**src/rtl/fpa_queue.sv**
```systemverilog
`timescale 1ns / 1ps
module fpa_queue #(
    parameter type T     = logic,
    parameter int  DEPTH = 4
) (
    input  logic i_clk,
    input  logic i_rst_n,
    input  logic i_push,
    input  T     i_data,
    output logic o_full,
    input  logic i_pop,
    output T     o_data,
    output logic o_empty
);
    localparam int AW = (DEPTH > 1) ? $clog2(DEPTH) : 1;
    localparam int CW = $clog2(DEPTH + 1);
    localparam logic [AW-1:0] LAST = AW'(DEPTH - 1);
    localparam logic [CW-1:0] FULL_CNT = CW'(DEPTH);

    T               r_mem [DEPTH];
    logic [AW-1:0]  r_wp, r_rp;
    logic [CW-1:0]  r_cnt;
    logic           wr, rd;

    assign o_full  = (r_cnt == FULL_CNT);
    assign o_empty = (r_cnt == '0);
    assign o_data  = r_mem[r_rp];
    assign wr      = i_push && !o_full;
    assign rd      = i_pop && !o_empty;

    always_ff @(posedge i_clk) begin
        if (wr) begin
            r_mem[r_wp] <= i_data;
        end
    end

    always_ff @(posedge i_clk) begin
        if (!i_rst_n) begin
            r_wp  <= '0;
            r_rp  <= '0;
            r_cnt <= '0;
        end else begin
            if (wr) begin
                r_wp <= (r_wp == LAST) ? '0 : r_wp + 1'b1;
            end
            if (rd) begin
                r_rp <= (r_rp == LAST) ? '0 : r_rp + 1'b1;
            end
            if (wr && !rd) begin
                r_cnt <= r_cnt + 1'b1;
            end else if (rd && !wr) begin
                r_cnt <= r_cnt - 1'b1;
            end
        end
    end
endmodule

```
**config.mk**
```make
export PLATFORM = sky130hd
export DESIGN_NAME = fpa_queue
export DESIGN_NICKNAME = d
export VERILOG_FILES = /design/src/rtl/fpa_queue.sv
export SDC_FILE = /design/constraint.sdc
export NUM_CORES = 1
export LEC_CHECK = 0
export ABC_AREA = 0
export CORE_AREA = 2 2 39 41
export DETAILED_ROUTE_END_ITERATION = 16
export DIE_AREA = 0 0 41 43
export DONT_BUFFER_PORTS = 1
export GPL_TIMING_DRIVEN = 1
export SYNTH_ARGS = -nofsm -noshare
export SYNTH_HDL_FRONTEND = slang
export SYNTH_SLANG_ARGS = --single-unit
```
**constraint.sdc**
```tcl
create_clock -name i_clk -period 2.4 [get_ports i_clk]
set_input_delay 0.12 -clock i_clk [delete_from_list [all_inputs] [get_ports i_clk]]
set_output_delay 0.12 -clock i_clk [all_outputs]
set_load 0.05 [all_outputs]
```
==> metrics.md <==
| Metric | Value |
|---|---|
| Status | finished, final reports clean |
| Setup_tns | 0 ps |
| Max-slew headroom | 0.804 |
| Synthesized area | 623 µm² |
| R2r worst-path depth | 7 |
| Hpwl dp | 645 µm |
| ANT nets after route | 0 |
| Largest area contributor in the netlist | dfxtp_1 |
| Gr usage total | 0.129 |
| Area share of the largest cell type after synthesis | 0.289 |
| Post-route DRC | 0 |
| Wire per inst | 10.3 µm |
| Power Density | 1080 mW/mm² |
| Worst-path cell with the longest stage delay | fa_1 |
| Setup-failing EPs final | 0 |
| Initial antenna violation count | 0 |
| Clk buf depth | 2 |
| Fillcell total | 125 |
| Adder-Cell Fraction of Synth Area | 0.153 |
| Async SR Flop Fraction | 0 |
| GRT overflow | 0 |
| Worst path depth | 7 |
| Worst EP arrival | 2270 ps |
| Setup ws final | 331 ps |
| Post-synthesis compound-gate area fraction | 0.0482 |
| Area delta synth->final | 14.1% |
| I/O pins | 8 |
| Crit Path Category | reg2reg |
| CP required | 2600 ps |
| IO buf count | 0 |
| Xor/xnor share of the synthesized area | 0.0281 |
| Reg area | 300 µm² |
| Ys Warns | 0 |
| Synth Area in Simple Gates | 0.173 |
| Iter 0 DRT Violations | 3 |
| First-pass GRT wire length | 1390 µm |
| Min Tclk post-route | 2070 ps |
| P_leak | 0.298 nW |
| Top post-synthesis cells by count | 9 x dfxtp_1, 6 x ha_1, 6 x nand2_1 |
| Finished layout cell area | 711 µm² |
| Die area | 0.00176 mm² |
| Clock insertion delay at the later pin of the skew report | 270 ps |
| Final Hold Viols | 0 |
| DRT Pass-1 Iters | 2 |
| CP cell instances | o31ai_1 -> ha_1 -> inv_1 -> fa_1 -> xor2_1 -> or3_1 -> a21boi_0 |
| Layout Cells excl Fill | 80 |
| RSZ-0062 raised after global routing | false |
| ANT cells | 0 |
| Post-synthesis sequential area ratio | 0.482 |
| Mux cell area share after synthesis | 0.0843 |
| Setup bufs post-CTS | 0 |
| Most instantiated library cell after synthesis | dfxtp_1 |
| H-tree level count | 1 |
| CTS sink count | 13 |
| Largest family of logic cells by synthesized area | simple AND/OR/NAND/NOR gates |
| Yosys reg bits | 13 |
| FF-to-FF Start | r_cnt[1] |
| Unique masters post-synth | 22 |
| Mapped Avg Cell Area | 11.1 µm² |
| Peak supply drop | 508 µV |
| Post-Synthesis Cells | 56 |
| TritonCTS Buffers | 3 |
| Critical Path Start | r_cnt[1] |
| Min-delay src | i_rst_n |
| Multi-input logic area | 303 µm² |
| CTS tree | yes |
| Hold WS | 22.7 ps |
| Most used DFF post-synth | dfxtp_1 |
| DP Cell Count | 74 |
| Core Region | 0.00138 mm² |
| Max-slew violations | 0 |
| Post-synth EDFFs | 4 |
| Worst Hold Depth | 2 |
| CP Launch Type | flip-flop |
| DR vias/cell | 4.76 |
| Die Span Y | 43 µm |
| Clock Pin Slew Worst Setup and Hold Paths | 80 ps |
| FMAX | 483 MHz |
| RD Place Congestion | 0.755 |
| Crit-path max FO | 5 |
| Combined buffer and inverter count along the critical path | 1 |
| Area contributors post-synth | dfxtp_1 29%, edfxtp_1 19%, ha_1 12% |
| Pre-CTS setup slack | 349 ps |
| Final Skew | 4.46 ps |
| Largest net degree at the start of global routing | 8 |
| Vias in the first global route | 355 |
| Routed wire length | 826 µm |
| Die width | 41 µm |
| Crit-path leading delay family | adder cells |
| Syn Nets | 68 |
| Rows | 14 |
| Crit share post-route | 0.862 |
| Slew @ Worst Pin | 292 ps |
| Placed instance area | 664 µm² |
| Post-layout nets | 77 |
| Maxcap violations | 0 |
| Initial Util | 0.450 |
| Share of post-route cells with drive strength above 1 | 0.141 |
| CTS root buf | clkbuf_4 |
| Worst hold path class | in2reg |
| Total number of vias | 381 |
| CP Capture Type | flip-flop |
| Crit-path max cell delay | 370 ps |
-- path summary, 6_finish.rpt --
path | end | slack, ps
setup / recovery | r_cnt[2] | 330
hold / removal | flip-flop | 20
hold reg to reg | r_wp[1] | 500
setup reg to reg | r_cnt[2] | 330
-- cells by family (layout without fill, tap and decap cells) --
group / after synthesis / in the layout
compound gates: 5 / 5
fa+ha+maj: 7 / 7
simple gates: 20 / 20
buf+inv: 5 / 13
xor+xnor: 2 / 2
mux: 4 / 4
flops: 13 / 13
-- layout make-up --
cell class | count | area share
multi-input combinational | 38 | 0.426
sequential | 13 | 0.423
timing repair buffer | 6 | 0.0704
clock buffer | 4 | 0.0370
tap | 16 | 0.0282
inverter | 3 | 0.0158
-- routing by layer --
layer	track usage	wire [µm]	share of wire	up-vias
met1	0.158	380	0.46	171
met2	0.150	391	0.47	4
met3	0.0733	39	0.047	2
met5	0	0	0	-
met4	0.120	15	0.018	0
li1	-	-	-	204
-- per-stage QoR --
| stage | power [mW] | util |
|---|---|---|
| floorplan | 0.577 | - |
| global placement | 0.638 | 0.480 |
| detailed placement | 0.645 | 0.480 |
| CTS | 0.783 | 0.514 |
| global route | 0.835 | 0.514 |
| finish | 0.769 | 0.514 |
-- timing repair --
item	CTS	global route
hold endpoints to repair	9	0
hold buffers	2	0
resized for setup	0	0
-- power by group --
group / total, mW / switching (mW) / internal [mW] / leakage (nW)
clock network: 0.131 / 0.0665 / 0.0642 / 0.0150
registers: 0.327 / 0.0477 / 0.280 / 0.111
logic: 0.311 / 0.178 / 0.133 / 0.172
-- placed cells by master, fill, tap and decap left out, drive strengths merged, types with 3 or more instances in the layout --
cell type / n
o21ai: 3
mux2i: 3
inv: 3
dfxtp: 9
and2: 5
buf: 4
clkbuf: 4
edfxtp: 4
ha: 6
nand2: 6
No activity file was read; power rests on OpenSTA's default activity.
