--- config.mk ---
export PLATFORM = sky130hd
export DESIGN_NAME = fpa_front
export DESIGN_NICKNAME = d
export VERILOG_FILES = /design/src/rtl/fpa_pkg.sv /design/src/rtl/fpa_front.sv
export SDC_FILE = /design/constraint.sdc
export NUM_CORES = 1
export LEC_CHECK = 0
export ABC_CLOCK_PERIOD_IN_PS = 2500
export BUFFER_PORTS_ARGS = -buffer_cell sky130_fd_sc_hd__buf_2
export CELL_PAD_IN_SITES_DETAIL_PLACEMENT = 1
export CELL_PAD_IN_SITES_GLOBAL_PLACEMENT = 1
export CORE_MARGIN = 5
export CORE_UTILIZATION = 24
export DETAILED_ROUTE_END_ITERATION = 10
export GPL_TIMING_DRIVEN = 1
export PLACE_DENSITY_LB_ADDON = 0.1
export SYNTH_ARGS = -nofsm -noshare
export SYNTH_HDL_FRONTEND = slang
export SYNTH_SLANG_ARGS = --single-unit
--- constraint.sdc ---
create_clock -name vclk -period 2.5
set_input_delay 0.375 -clock vclk [all_inputs]
set_output_delay 0.375 -clock vclk [all_outputs]
set_load 0.01 [all_outputs]
--- src/rtl/fpa_pkg.sv ---
`timescale 1ns / 1ps
package fpa_pkg;

    localparam int unsigned WORD_W = 32;

    typedef enum logic [3:0] {
        MODE_ADD      = 4'd0,
        MODE_SUB      = 4'd1,
        MODE_MUL      = 4'd2,
        MODE_DIV      = 4'd3,
        MODE_GT       = 4'd4,
        MODE_LT       = 4'd5,
        MODE_GE       = 4'd6,
        MODE_LE       = 4'd7,
        MODE_EQ       = 4'd8,
        MODE_NE       = 4'd9,
        MODE_MIN      = 4'd10,
        MODE_MAX      = 4'd11,
        MODE_INC      = 4'd12,
        MODE_DEC      = 4'd13,
        MODE_FROM_INT = 4'd14,
        MODE_TO_INT   = 4'd15
    } t_mode;

    // Classified operation as held in the front-to-back queue
    typedef struct packed {
        t_mode                     mode;
        logic signed [WORD_W-1:0]  a;
        logic signed [WORD_W-1:0]  b;
        logic [WORD_W-1:0]         mag_a;
        logic [WORD_W-1:0]         mag_b;
        logic                      neg;
        logic                      dz;
    } t_op;

    typedef struct packed {
        logic signed [WORD_W-1:0]  value;
        logic                      cmp;
        logic                      dz;
    } t_res;

endpackage

--- src/rtl/fpa_front.sv ---
`timescale 1ns / 1ps
module fpa_front (
    input  logic [3:0]          i_mode,
    input  logic signed [31:0]  i_operand_a,
    input  logic signed [31:0]  i_operand_b,
    output fpa_pkg::t_op        o_op
);
    import fpa_pkg::*;

    // Sign/magnitude split for the divider; magnitude of the most
    // negative value is 2^31, which still fits unsigned.
    always_comb begin
        o_op.mode  = t_mode'(i_mode);
        o_op.a     = i_operand_a;
        o_op.b     = i_operand_b;
        o_op.mag_a = i_operand_a[31] ? (32'd0 - i_operand_a) : i_operand_a;
        o_op.mag_b = i_operand_b[31] ? (32'd0 - i_operand_b) : i_operand_b;
        o_op.neg   = i_operand_a[31] ^ i_operand_b[31];
        o_op.dz    = (i_operand_b == '0);
    end
endmodule

==> results of run 1 <==
[metal layers]
metal	up-vias	GRT usage, %
met4	0	0.1009
met1	1094	16.73
met3	0	1.980
met2	96	26.49
met5	-	0
li1	1170	-
[final timing paths]
check,from,to,cells after the start
hold / removal,i_mode[0],o_op[130],0
setup / recovery,i_operand_a[26],o_op[63],6
[cell type report]
class | count | share of cell area, %
inverters | 5 | 0.6938
multi-input cells | 189 | 53.84
well taps | 105 | 4.857
repair buffers | 211 | 40.61
[report_power, final]
part	total [mW]	switching (mW)	leakage, nW	internal [mW]
clock	0	0	0	0
sequential	0	0	0	0
combinational	0.552	0.307	1.22	0.245
total	0.552	0.307	1.22	0.245
[kinds of logic after synthesis]
kind of cell,share of synthesized area (%)
xor+xnor,25.42
compound gates,19.75
buf+inv,29.23
simple gates,24.37
fa+ha+maj,1.231
[per-stage QoR]
step,hold slack [ns],instances,area (um2),utilization (%),setup WS [ns]
2_1_floorplan,0.8377,275,2033,-,0.3546
3_3_place_gp,0.7501,510,2688,32.71,0.08230
3_5_place_dp,0.7501,510,2688,32.71,0.06524
4_1_cts,0.7501,510,2688,32.71,0.05605
5_1_grt,0.7500,510,2705,32.92,0.003263
6_report,0.7500,510,2705,32.92,0.09285
[critical path, cell delays in order]
cell	delay [ns]
buf_2	0.12
or4_4	0.53
or4b_1	0.49
o31ai_2	0.21
xnor2_1	0.15
buf_2	0.15
[cells in the final DEF, fill, tap and decap left out, types with 3 or more instances in the layout]
cell type and instances:
buf_2 194, xnor2_1 58, nand2_1 20, buf_4 17
o31ai_1 16, o21ai_1 10, o41ai_1 9, nor2_1 8
nor3_1 8, o41ai_2 8, nand2b_1 7, inv_1 5
o21ai_0 5, nand4_1 5, nand3_1 4, nor4_1 3
nand3b_1 3, nor4_2 3, or3_1 3
==> out/results.txt, run 1 <==
status - finished clean
top post-synthesis cells by area - buf_4 (26%), xnor2_1 (25%), o31ai_1 (5.9%), o41ai_2 (4.8%), o41ai_1 (4.7%)
Max FO, Critical Path - 4
die width - 102.0 um
Max-Cap Viols - 0
FF/Latch Area - 0 um2
DR pass1 iterations - 4
full die area - 0.01041 mm2
RSZ-0062 raised after global routing - false
GRT Overall Usage - 13.64%
Post-Synthesis Cells - 275
vias - 2,360
power consumption - 551.8 uW
first-pass GRT wire length - 11.97 mm
footprint of the multi-input gates - 0.001456 mm2
RD Place Congestion - 0.7573
DPL Wire Length - 6.882 mm
met1 wire length - 3.096 mm
sequential area share after synthesis - 0%
top-area cell type share of the netlist area - 26.22%
met3 WL - 663 um
slew margin rel. - 58.41%
most frequent cell after synthesis - buf_4
fin crit share - 96.29%
Post-CTS Hold Fix Bufs - 0
n_diodes - 0
cell taking the most area after synthesis - buf_4
Area growth, synth to finish - 33.05%
max frequency - 415.4 MHz
post-cts sizing count - 0
Die Span Y - 102.0 um
worst hold path class - in2out
PD cells - 204.0 mW/mm2
Post-CTS Setup Bufs - 0
Mapped Area - 0.002033 mm2
syn nets - 345
syn avg cell area - 7.393 um2
number of global-route vias before repair - 2,349
Via-to-Cell Ratio - 4.627
overall routed net length - 7.904 mm
clkbuf count - 0
number of library cell types mapped by synthesis - 34
startpoint types - input port
Worst Setup End Kind - output port
layout cells sized above 1 - 57.28%
First DRT Iteration DRCs - 37
max layer used - met3
Starting Density - 24.74%
initial antenna violation count - 0
met2 wire length - 4.143 mm
Max VDD drop - 0.00006830 V
CP Class - in2out
data arrival time of the worst path - 2.03 ns
Worst-Margin Slew - 0.6238 ns
Routed Antenna Nets - 0
min Tclk post-route - 2.407 ns
Remaining DRCs - 0
largest net degree at the start of global routing - 36
Routed wire per std cell - 15.50 um
Pins Over Slew Limit - 0
setup tns final - 0 ns
fin nets - 477
filler cell count - 1,106
sequential cell count - 0
Critical Path RT - 2.12 ns
gr ovfl total - 0
commonest cells in the netlist - buf_4 (71), xnor2_1 (58), nand2_1 (20)
Final setup viols - 0
PortBufs - 194
Static Leak - 1.223 nW
Ys Warns - 0
I/O pin total - 202
num rows - 33
CORE AREA - 0.008217 mm2
final hold vios - 0
No activity file was read; power rests on OpenSTA's default activity.
==> inputs of run 2 (changes only) <==
- ABC_CLOCK_PERIOD_IN_PS: 2500 -> 2840
- CORE_UTILIZATION: 24 -> 26
- clock period: 2.5 -> 2.84 ns (I/O delays scaled with it)
==> run 2 against run 1 <==
Total power fell by 14%. Cell area fell by 3.8%. Global-route usage rose by 0.89 points. Worst hold slack improved by 0.10 ns. First-iteration DRC count fell by 30%. Worst setup slack improved by 0.19 ns. Final cell count fell by 2.7%. Routed wire length fell by 3.8%. Critical path type unchanged. Critical endpoint is now o_op[29]. Largest power group unchanged. Highest routed layer unchanged.
==> out/results.txt, run 2 (synthesis results as in run 1) <==
status - finished clean (unchanged)
Clk network pwr share - 0% (about the same)
hold wc startpoint - i_mode[2] (was i_mode[0])
total stage count of the critical path - 6 (unchanged)
initial antenna violation count - 0 (unchanged)
Starting Density - 26.45% (was 24.74%)
I/O pin total - 202 (unchanged)
PortBufs - 194 (unchanged)
most common cell after layout, fill and taps aside - buf_2 (unchanged)
overall routed net length - 7.603 mm (was 7.904 mm)
setup tns final - 0 ns (unchanged)
n_diodes - 0 (unchanged)
Via-to-Cell Ratio - 4.655 (was 4.627)
commonest cells after routing, fill and taps aside - buf_2 (194), xnor2_1 (58), nand2_1 (20) (unchanged)
Remaining DRCs - 0 (unchanged)
worst hold path class - in2out (unchanged)
fin nets - 466 (was 477)
CP peak stage delay - 0.57 ns (was 0.53 ns)
fin area - 0.002601 mm2 (was 0.002705 mm2)
DPL Wire Length - 6.609 mm (was 6.882 mm)
startpoint types - input port (unchanged)
data arrival time of the worst path - 2.13 ns (was 2.03 ns)
Worst-Margin Slew - 0.6359 ns (was 0.6238 ns)
First DRT Iteration DRCs - 26 (was 37)
Final setup viols - 0 (unchanged)
CORE AREA - 0.007687 mm2 (was 0.008217 mm2)
Max VDD drop - 0.00008210 V (was 0.00006830 V)
GRT Overall Usage - 14.53% (was 13.64%)
largest net degree at the start of global routing - 36 (unchanged)
number of global-route vias before repair - 2,459 (was 2,349)
slowest stage cell, crit path - or4_4 (unchanged)
CP Cell Sequence - buf_2 -> or4_4 -> nand2b_1 -> o41ai_2 -> xnor2_1 -> buf_2 (was buf_2 -> or4_4 -> or4b_1 -> o31ai_2 -> xnor2_1 -> buf_2)
PD cells - 183.0 mW/mm2 (was 204.0 mW/mm2)
post-cts sizing count - 0 (unchanged)
footprint of the multi-input gates - 0.001439 mm2 (was 0.001456 mm2)
first-pass GRT wire length - 12.33 mm (was 11.97 mm)
Critical Path RT - 2.41 ns (was 2.12 ns)
full die area - 0.009688 mm2 (was 0.01041 mm2)
Pins Over Slew Limit - 0 (unchanged)
layout cells sized above 1 - 55.33% (was 57.28%)
hold path cells - 0 (unchanged)
clkbuf count - 0 (unchanged)
vias - 2,309 (was 2,360)
critical path's most frequent cell - buf_2 (unchanged)
Die Span Y - 98.43 um (was 102.0 um)
fin crit share - 90.02%
Static Leak - 1.164 nW (was 1.223 nW)
min Tclk post-route - 2.556 ns
Max FO, Critical Path - 7 (was 4)
gr ovfl total - 0 (unchanged)
Area growth, synth to finish - 27.94% (was 33.05%)
max frequency - 391.2 MHz
area of placed instances - 0.002601 mm2 (was 0.002688 mm2)
internal power - 209.9 uW (was 245.1 uW)
Routed Antenna Nets - 0 (unchanged)
num rows - 32 (was 33)
Flop pwr share - 0% (about the same)
sequential cell count - 0 (unchanged)
Max-Cap Viols - 0 (unchanged)
RD Place Congestion - 0.7646 (was 0.7573)
RSZ-0062 raised after global routing - false (unchanged)
CP delay by family, top - simple AND/OR/NAND/NOR gates (unchanged)
FF/Latch Area - 0 um2 (unchanged)
Worst Path Buf+Inv - 2 (unchanged)
Routed wire per std cell - 15.33 um (was 15.50 um)
filler cell count - 1,039 (was 1,106)
final hold vios - 0 (unchanged)
switching share of total power - 55.89% (was 55.59%)
DR pass1 iterations - 4 (unchanged)
die width - 98.43 um (was 102.0 um)
Post-CTS Hold Fix Bufs - 0 (unchanged)
Comb pwr share - 100.0% (about the same)
slew margin rel. - 57.61% (was 58.41%)
Post-CTS Setup Bufs - 0 (unchanged)
Worst Setup End Kind - output port (unchanged)
Setup crit start - i_operand_b[19] (was i_operand_a[26])
power consumption - 475.9 uW (was 551.8 uW)
Psw - 266.0 uW (was 306.7 uW)
CP Class - in2out (unchanged)
-- run 2: cell count changes in the layout (fill, tap and decap cells not counted), sizes merged --
cell and change:
buf -11
-- run 2: layer usage --
layer,routed length [um],global-route usage (%),share of wire [%]
met2,3980,28.97,52
met1,3019,17.13,40
met4,0,0,0
met5,0,0,0
met3,603,2.335,7.9
-- run 2: final timing paths --
path,to,slack [ns]
setup / recovery,o_op[29],0.28
hold / removal,o_op[132],0.85
-- run 2: power groups by stage --
stage / combinational (mW) / sequential, mW / clock [mW]
floorplan: 0.301 / 0 / 0
global placement: 0.483 / 0 / 0
detailed placement: 0.486 / 0 / 0
CTS: 0.488 / 0 / 0
global route: 0.524 / 0 / 0
finish: 0.476 / 0 / 0
-- run 2: area by class of cell --
cell class,count,share of cell area [%]
multi-input cells,189,55.32
repair buffers,200,39.06
well taps,102,4.906
inverters,5,0.7215
-- run 2: stage by stage --
step / hold slack (ns) / utilization (%) / setup slack, ns / instances
detailed placement: 0.8521 / 33.84 / 0.2253 / 496
floorplan: 0.9397 / - / 0.5926 / 275
CTS: 0.8521 / 33.84 / 0.2345 / 496
global placement: 0.8521 / 33.84 / 0.2830 / 496
finish: 0.8520 / 33.84 / 0.2835 / 496
global route: 0.8520 / 33.84 / 0.1090 / 496
==> inputs of run 3 (changes only) <==
--- a/config.mk
+++ b/config.mk
@@ -11,2 +11,3 @@
 export CELL_PAD_IN_SITES_GLOBAL_PLACEMENT = 1
+export CORE_ASPECT_RATIO = 1.75
 export CORE_MARGIN = 5
==> constraint.sdc (replaced) <==
create_clock -name vclk -period 2.84
set_input_delay 0.142 -clock vclk [all_inputs]
set_output_delay 0.142 -clock vclk [all_outputs]
set_load 0.01 [all_outputs]
==> run 3 against run 2 <==
Routed wire length increased by 6.2%. Maximum frequency grew 23%. Highest routed layer is now met4. Die area up 0.72%. Utilization fell by 0.23 points. Worst hold slack got worse by 0.57 ns. Sequential cell count stayed put. Combinational power about the same. First-iteration DRC count grew 73%. Critical path depth stayed put. Cell area shrank 1.5%. Global-route usage is 0.89 points higher. Critical path type unchanged. Total power barely moved.
==> out/results.txt, run 3 (synthesis results as in run 1) <==
critical path's most frequent cell - buf_2 (unchanged)
layout cells sized above 1 - 54.99% (was 55.33%)
fin area - 0.002561 mm2 (was 0.002601 mm2)
GRT Overall Usage - 15.42% (was 14.53%)
Clk network pwr share - 0% (about the same)
switching share of total power - 56.26% (was 55.89%)
Routed wire per std cell - 16.86 um (was 15.33 um)
first-pass GRT wire length - 12.99 mm (was 12.33 mm)
Post-CTS Setup Bufs - 0 (unchanged)
power consumption - 475.9 uW (about the same)
vias - 2,347 (was 2,309)
full die area - 0.009758 mm2 (was 0.009688 mm2)
Pins Over Slew Limit - 0 (unchanged)
most common cell after layout, fill and taps aside - buf_2 (unchanged)
Critical Path RT - 2.70 ns (was 2.41 ns)
Psw - 267.7 uW (was 266.0 uW)
CP Class - in2out (unchanged)
Comb pwr share - 100.0% (about the same)
FF/Latch Area - 0 um2 (unchanged)
RD Place Congestion - 0.8048 (was 0.7646)
Max VDD drop - 0.00006337 V (was 0.00008210 V)
Static Leak - 1.149 nW (was 1.164 nW)
Routed Antenna Nets - 0 (unchanged)
commonest cells after routing, fill and taps aside - buf_2 (194), xnor2_1 (58), nand2_1 (20) (unchanged)
CP peak stage delay - 0.52 ns (was 0.57 ns)
Flop pwr share - 0% (about the same)
slew margin rel. - 58.30% (was 57.61%)
CORE AREA - 0.007620 mm2 (was 0.007687 mm2)
CP Cell Sequence - buf_2 -> nor4_2 -> nand2b_1 -> o41ai_1 -> xnor2_1 -> buf_2 (was buf_2 -> or4_4 -> nand2b_1 -> o41ai_2 -> xnor2_1 -> buf_2)
Die Span Y - 127.0 um (was 98.43 um)
Final setup viols - 0 (unchanged)
RSZ-0062 raised after global routing - false (unchanged)
data arrival time of the worst path - 1.93 ns (was 2.13 ns)
DR pass1 iterations - 3 (was 4)
filler cell count - 1,036 (was 1,039)
DPL Wire Length - 7.186 mm (was 6.609 mm)
die width - 76.85 um (was 98.43 um)
Via-to-Cell Ratio - 4.900 (was 4.655)
area of placed instances - 0.002561 mm2 (was 0.002601 mm2)
post-cts sizing count - 0 (unchanged)
internal power - 208.2 uW (was 209.9 uW)
Area growth, synth to finish - 25.97% (was 27.94%)
CP delay by family, top - simple AND/OR/NAND/NOR gates (unchanged)
worst hold path class - in2out (unchanged)
I/O pin total - 202 (unchanged)
initial antenna violation count - 0 (unchanged)
overall routed net length - 8.075 mm (was 7.603 mm)
max frequency - 482.8 MHz (was 391.2 MHz)
Remaining DRCs - 0 (unchanged)
Worst Path Buf+Inv - 2 (unchanged)
Starting Density - 26.68% (was 26.45%)
Max-Cap Viols - 0 (unchanged)
final hold vios - 0 (unchanged)
number of global-route vias before repair - 2,515 (was 2,459)
sequential cell count - 0 (unchanged)
fin crit share - 72.93% (was 90.02%)
First DRT Iteration DRCs - 45 (was 26)
min Tclk post-route - 2.071 ns (was 2.556 ns)
largest net degree at the start of global routing - 36 (unchanged)
Worst-Margin Slew - 0.6255 ns (was 0.6359 ns)
clkbuf count - 0 (unchanged)
slowest stage cell, crit path - o41ai_1 (was or4_4)
Worst Setup End Kind - output port (unchanged)
num rows - 42 (was 32)
setup tns final - 0 ns (unchanged)
fin nets - 463 (was 466)
Max FO, Critical Path - 10 (was 7)
PD cells - 185.8 mW/mm2 (was 183.0 mW/mm2)
Post-CTS Hold Fix Bufs - 0 (unchanged)
status - finished clean (unchanged)
n_diodes - 0 (unchanged)
PortBufs - 194 (unchanged)
gr ovfl total - 0 (unchanged)
startpoint types - input port (unchanged)
run 3: cell count changes in the layout (fill, tap and decap cells not counted), sizes merged:
cell,before,now
buf,200,197
run 3: metal layers:
metal | GRT usage [%] | wire (um) | vias to the layer above
li1 | - | - | 1135
met1 | 15.28 | 2545 | 1099
met2 | 32.70 | 4812 | 111
met3 | 3.521 | 682 | 2
met4 | 0.6179 | 35 | 0
met5 | 0 | 0 | -
run 3: layout make-up:
class / count / area, um2 / share of cell area [%]
tap: 88 / 110.1 / 4.299
inverter: 5 / 18.77 / 0.7328
timing repair buffer: 197 / 993.5 / 38.79
multi-input combinational: 189 / 1439 / 56.18
run 3: final timing paths:
kind / from / to / slack (ns) / depth (start not counted)
worst max-delay path: i_operand_b[14] / o_op[28] / 0.77 / 6
worst min-delay path: i_mode[2] / o_op[132] / 0.28 / 0
run 3: through the flow:
stage | util [%] | std cells | setup WS, ns | hold WS (ns)
5_1_grt | 33.61 | 479 | 0.5216 | 0.2840
6_report | 33.61 | 479 | 0.7687 | 0.2840
4_1_cts | 33.61 | 479 | 0.7234 | 0.2841
3_5_place_dp | 33.61 | 479 | 0.7364 | 0.2841
3_3_place_gp | 33.61 | 479 | 0.7419 | 0.2841
2_1_floorplan | - | 275 | 1.161 | 0.3717
run 3: power by group through the flow:
| stage | logic, mW | clock network (mW) | registers [mW] |
|---|---|---|---|
| final | 0.476 | 0 | 0 |
| after global routing | 0.525 | 0 | 0 |
| after CTS | 0.489 | 0 | 0 |
| after detailed placement | 0.487 | 0 | 0 |
| after global placement | 0.483 | 0 | 0 |
| after floorplan | 0.301 | 0 | 0 |
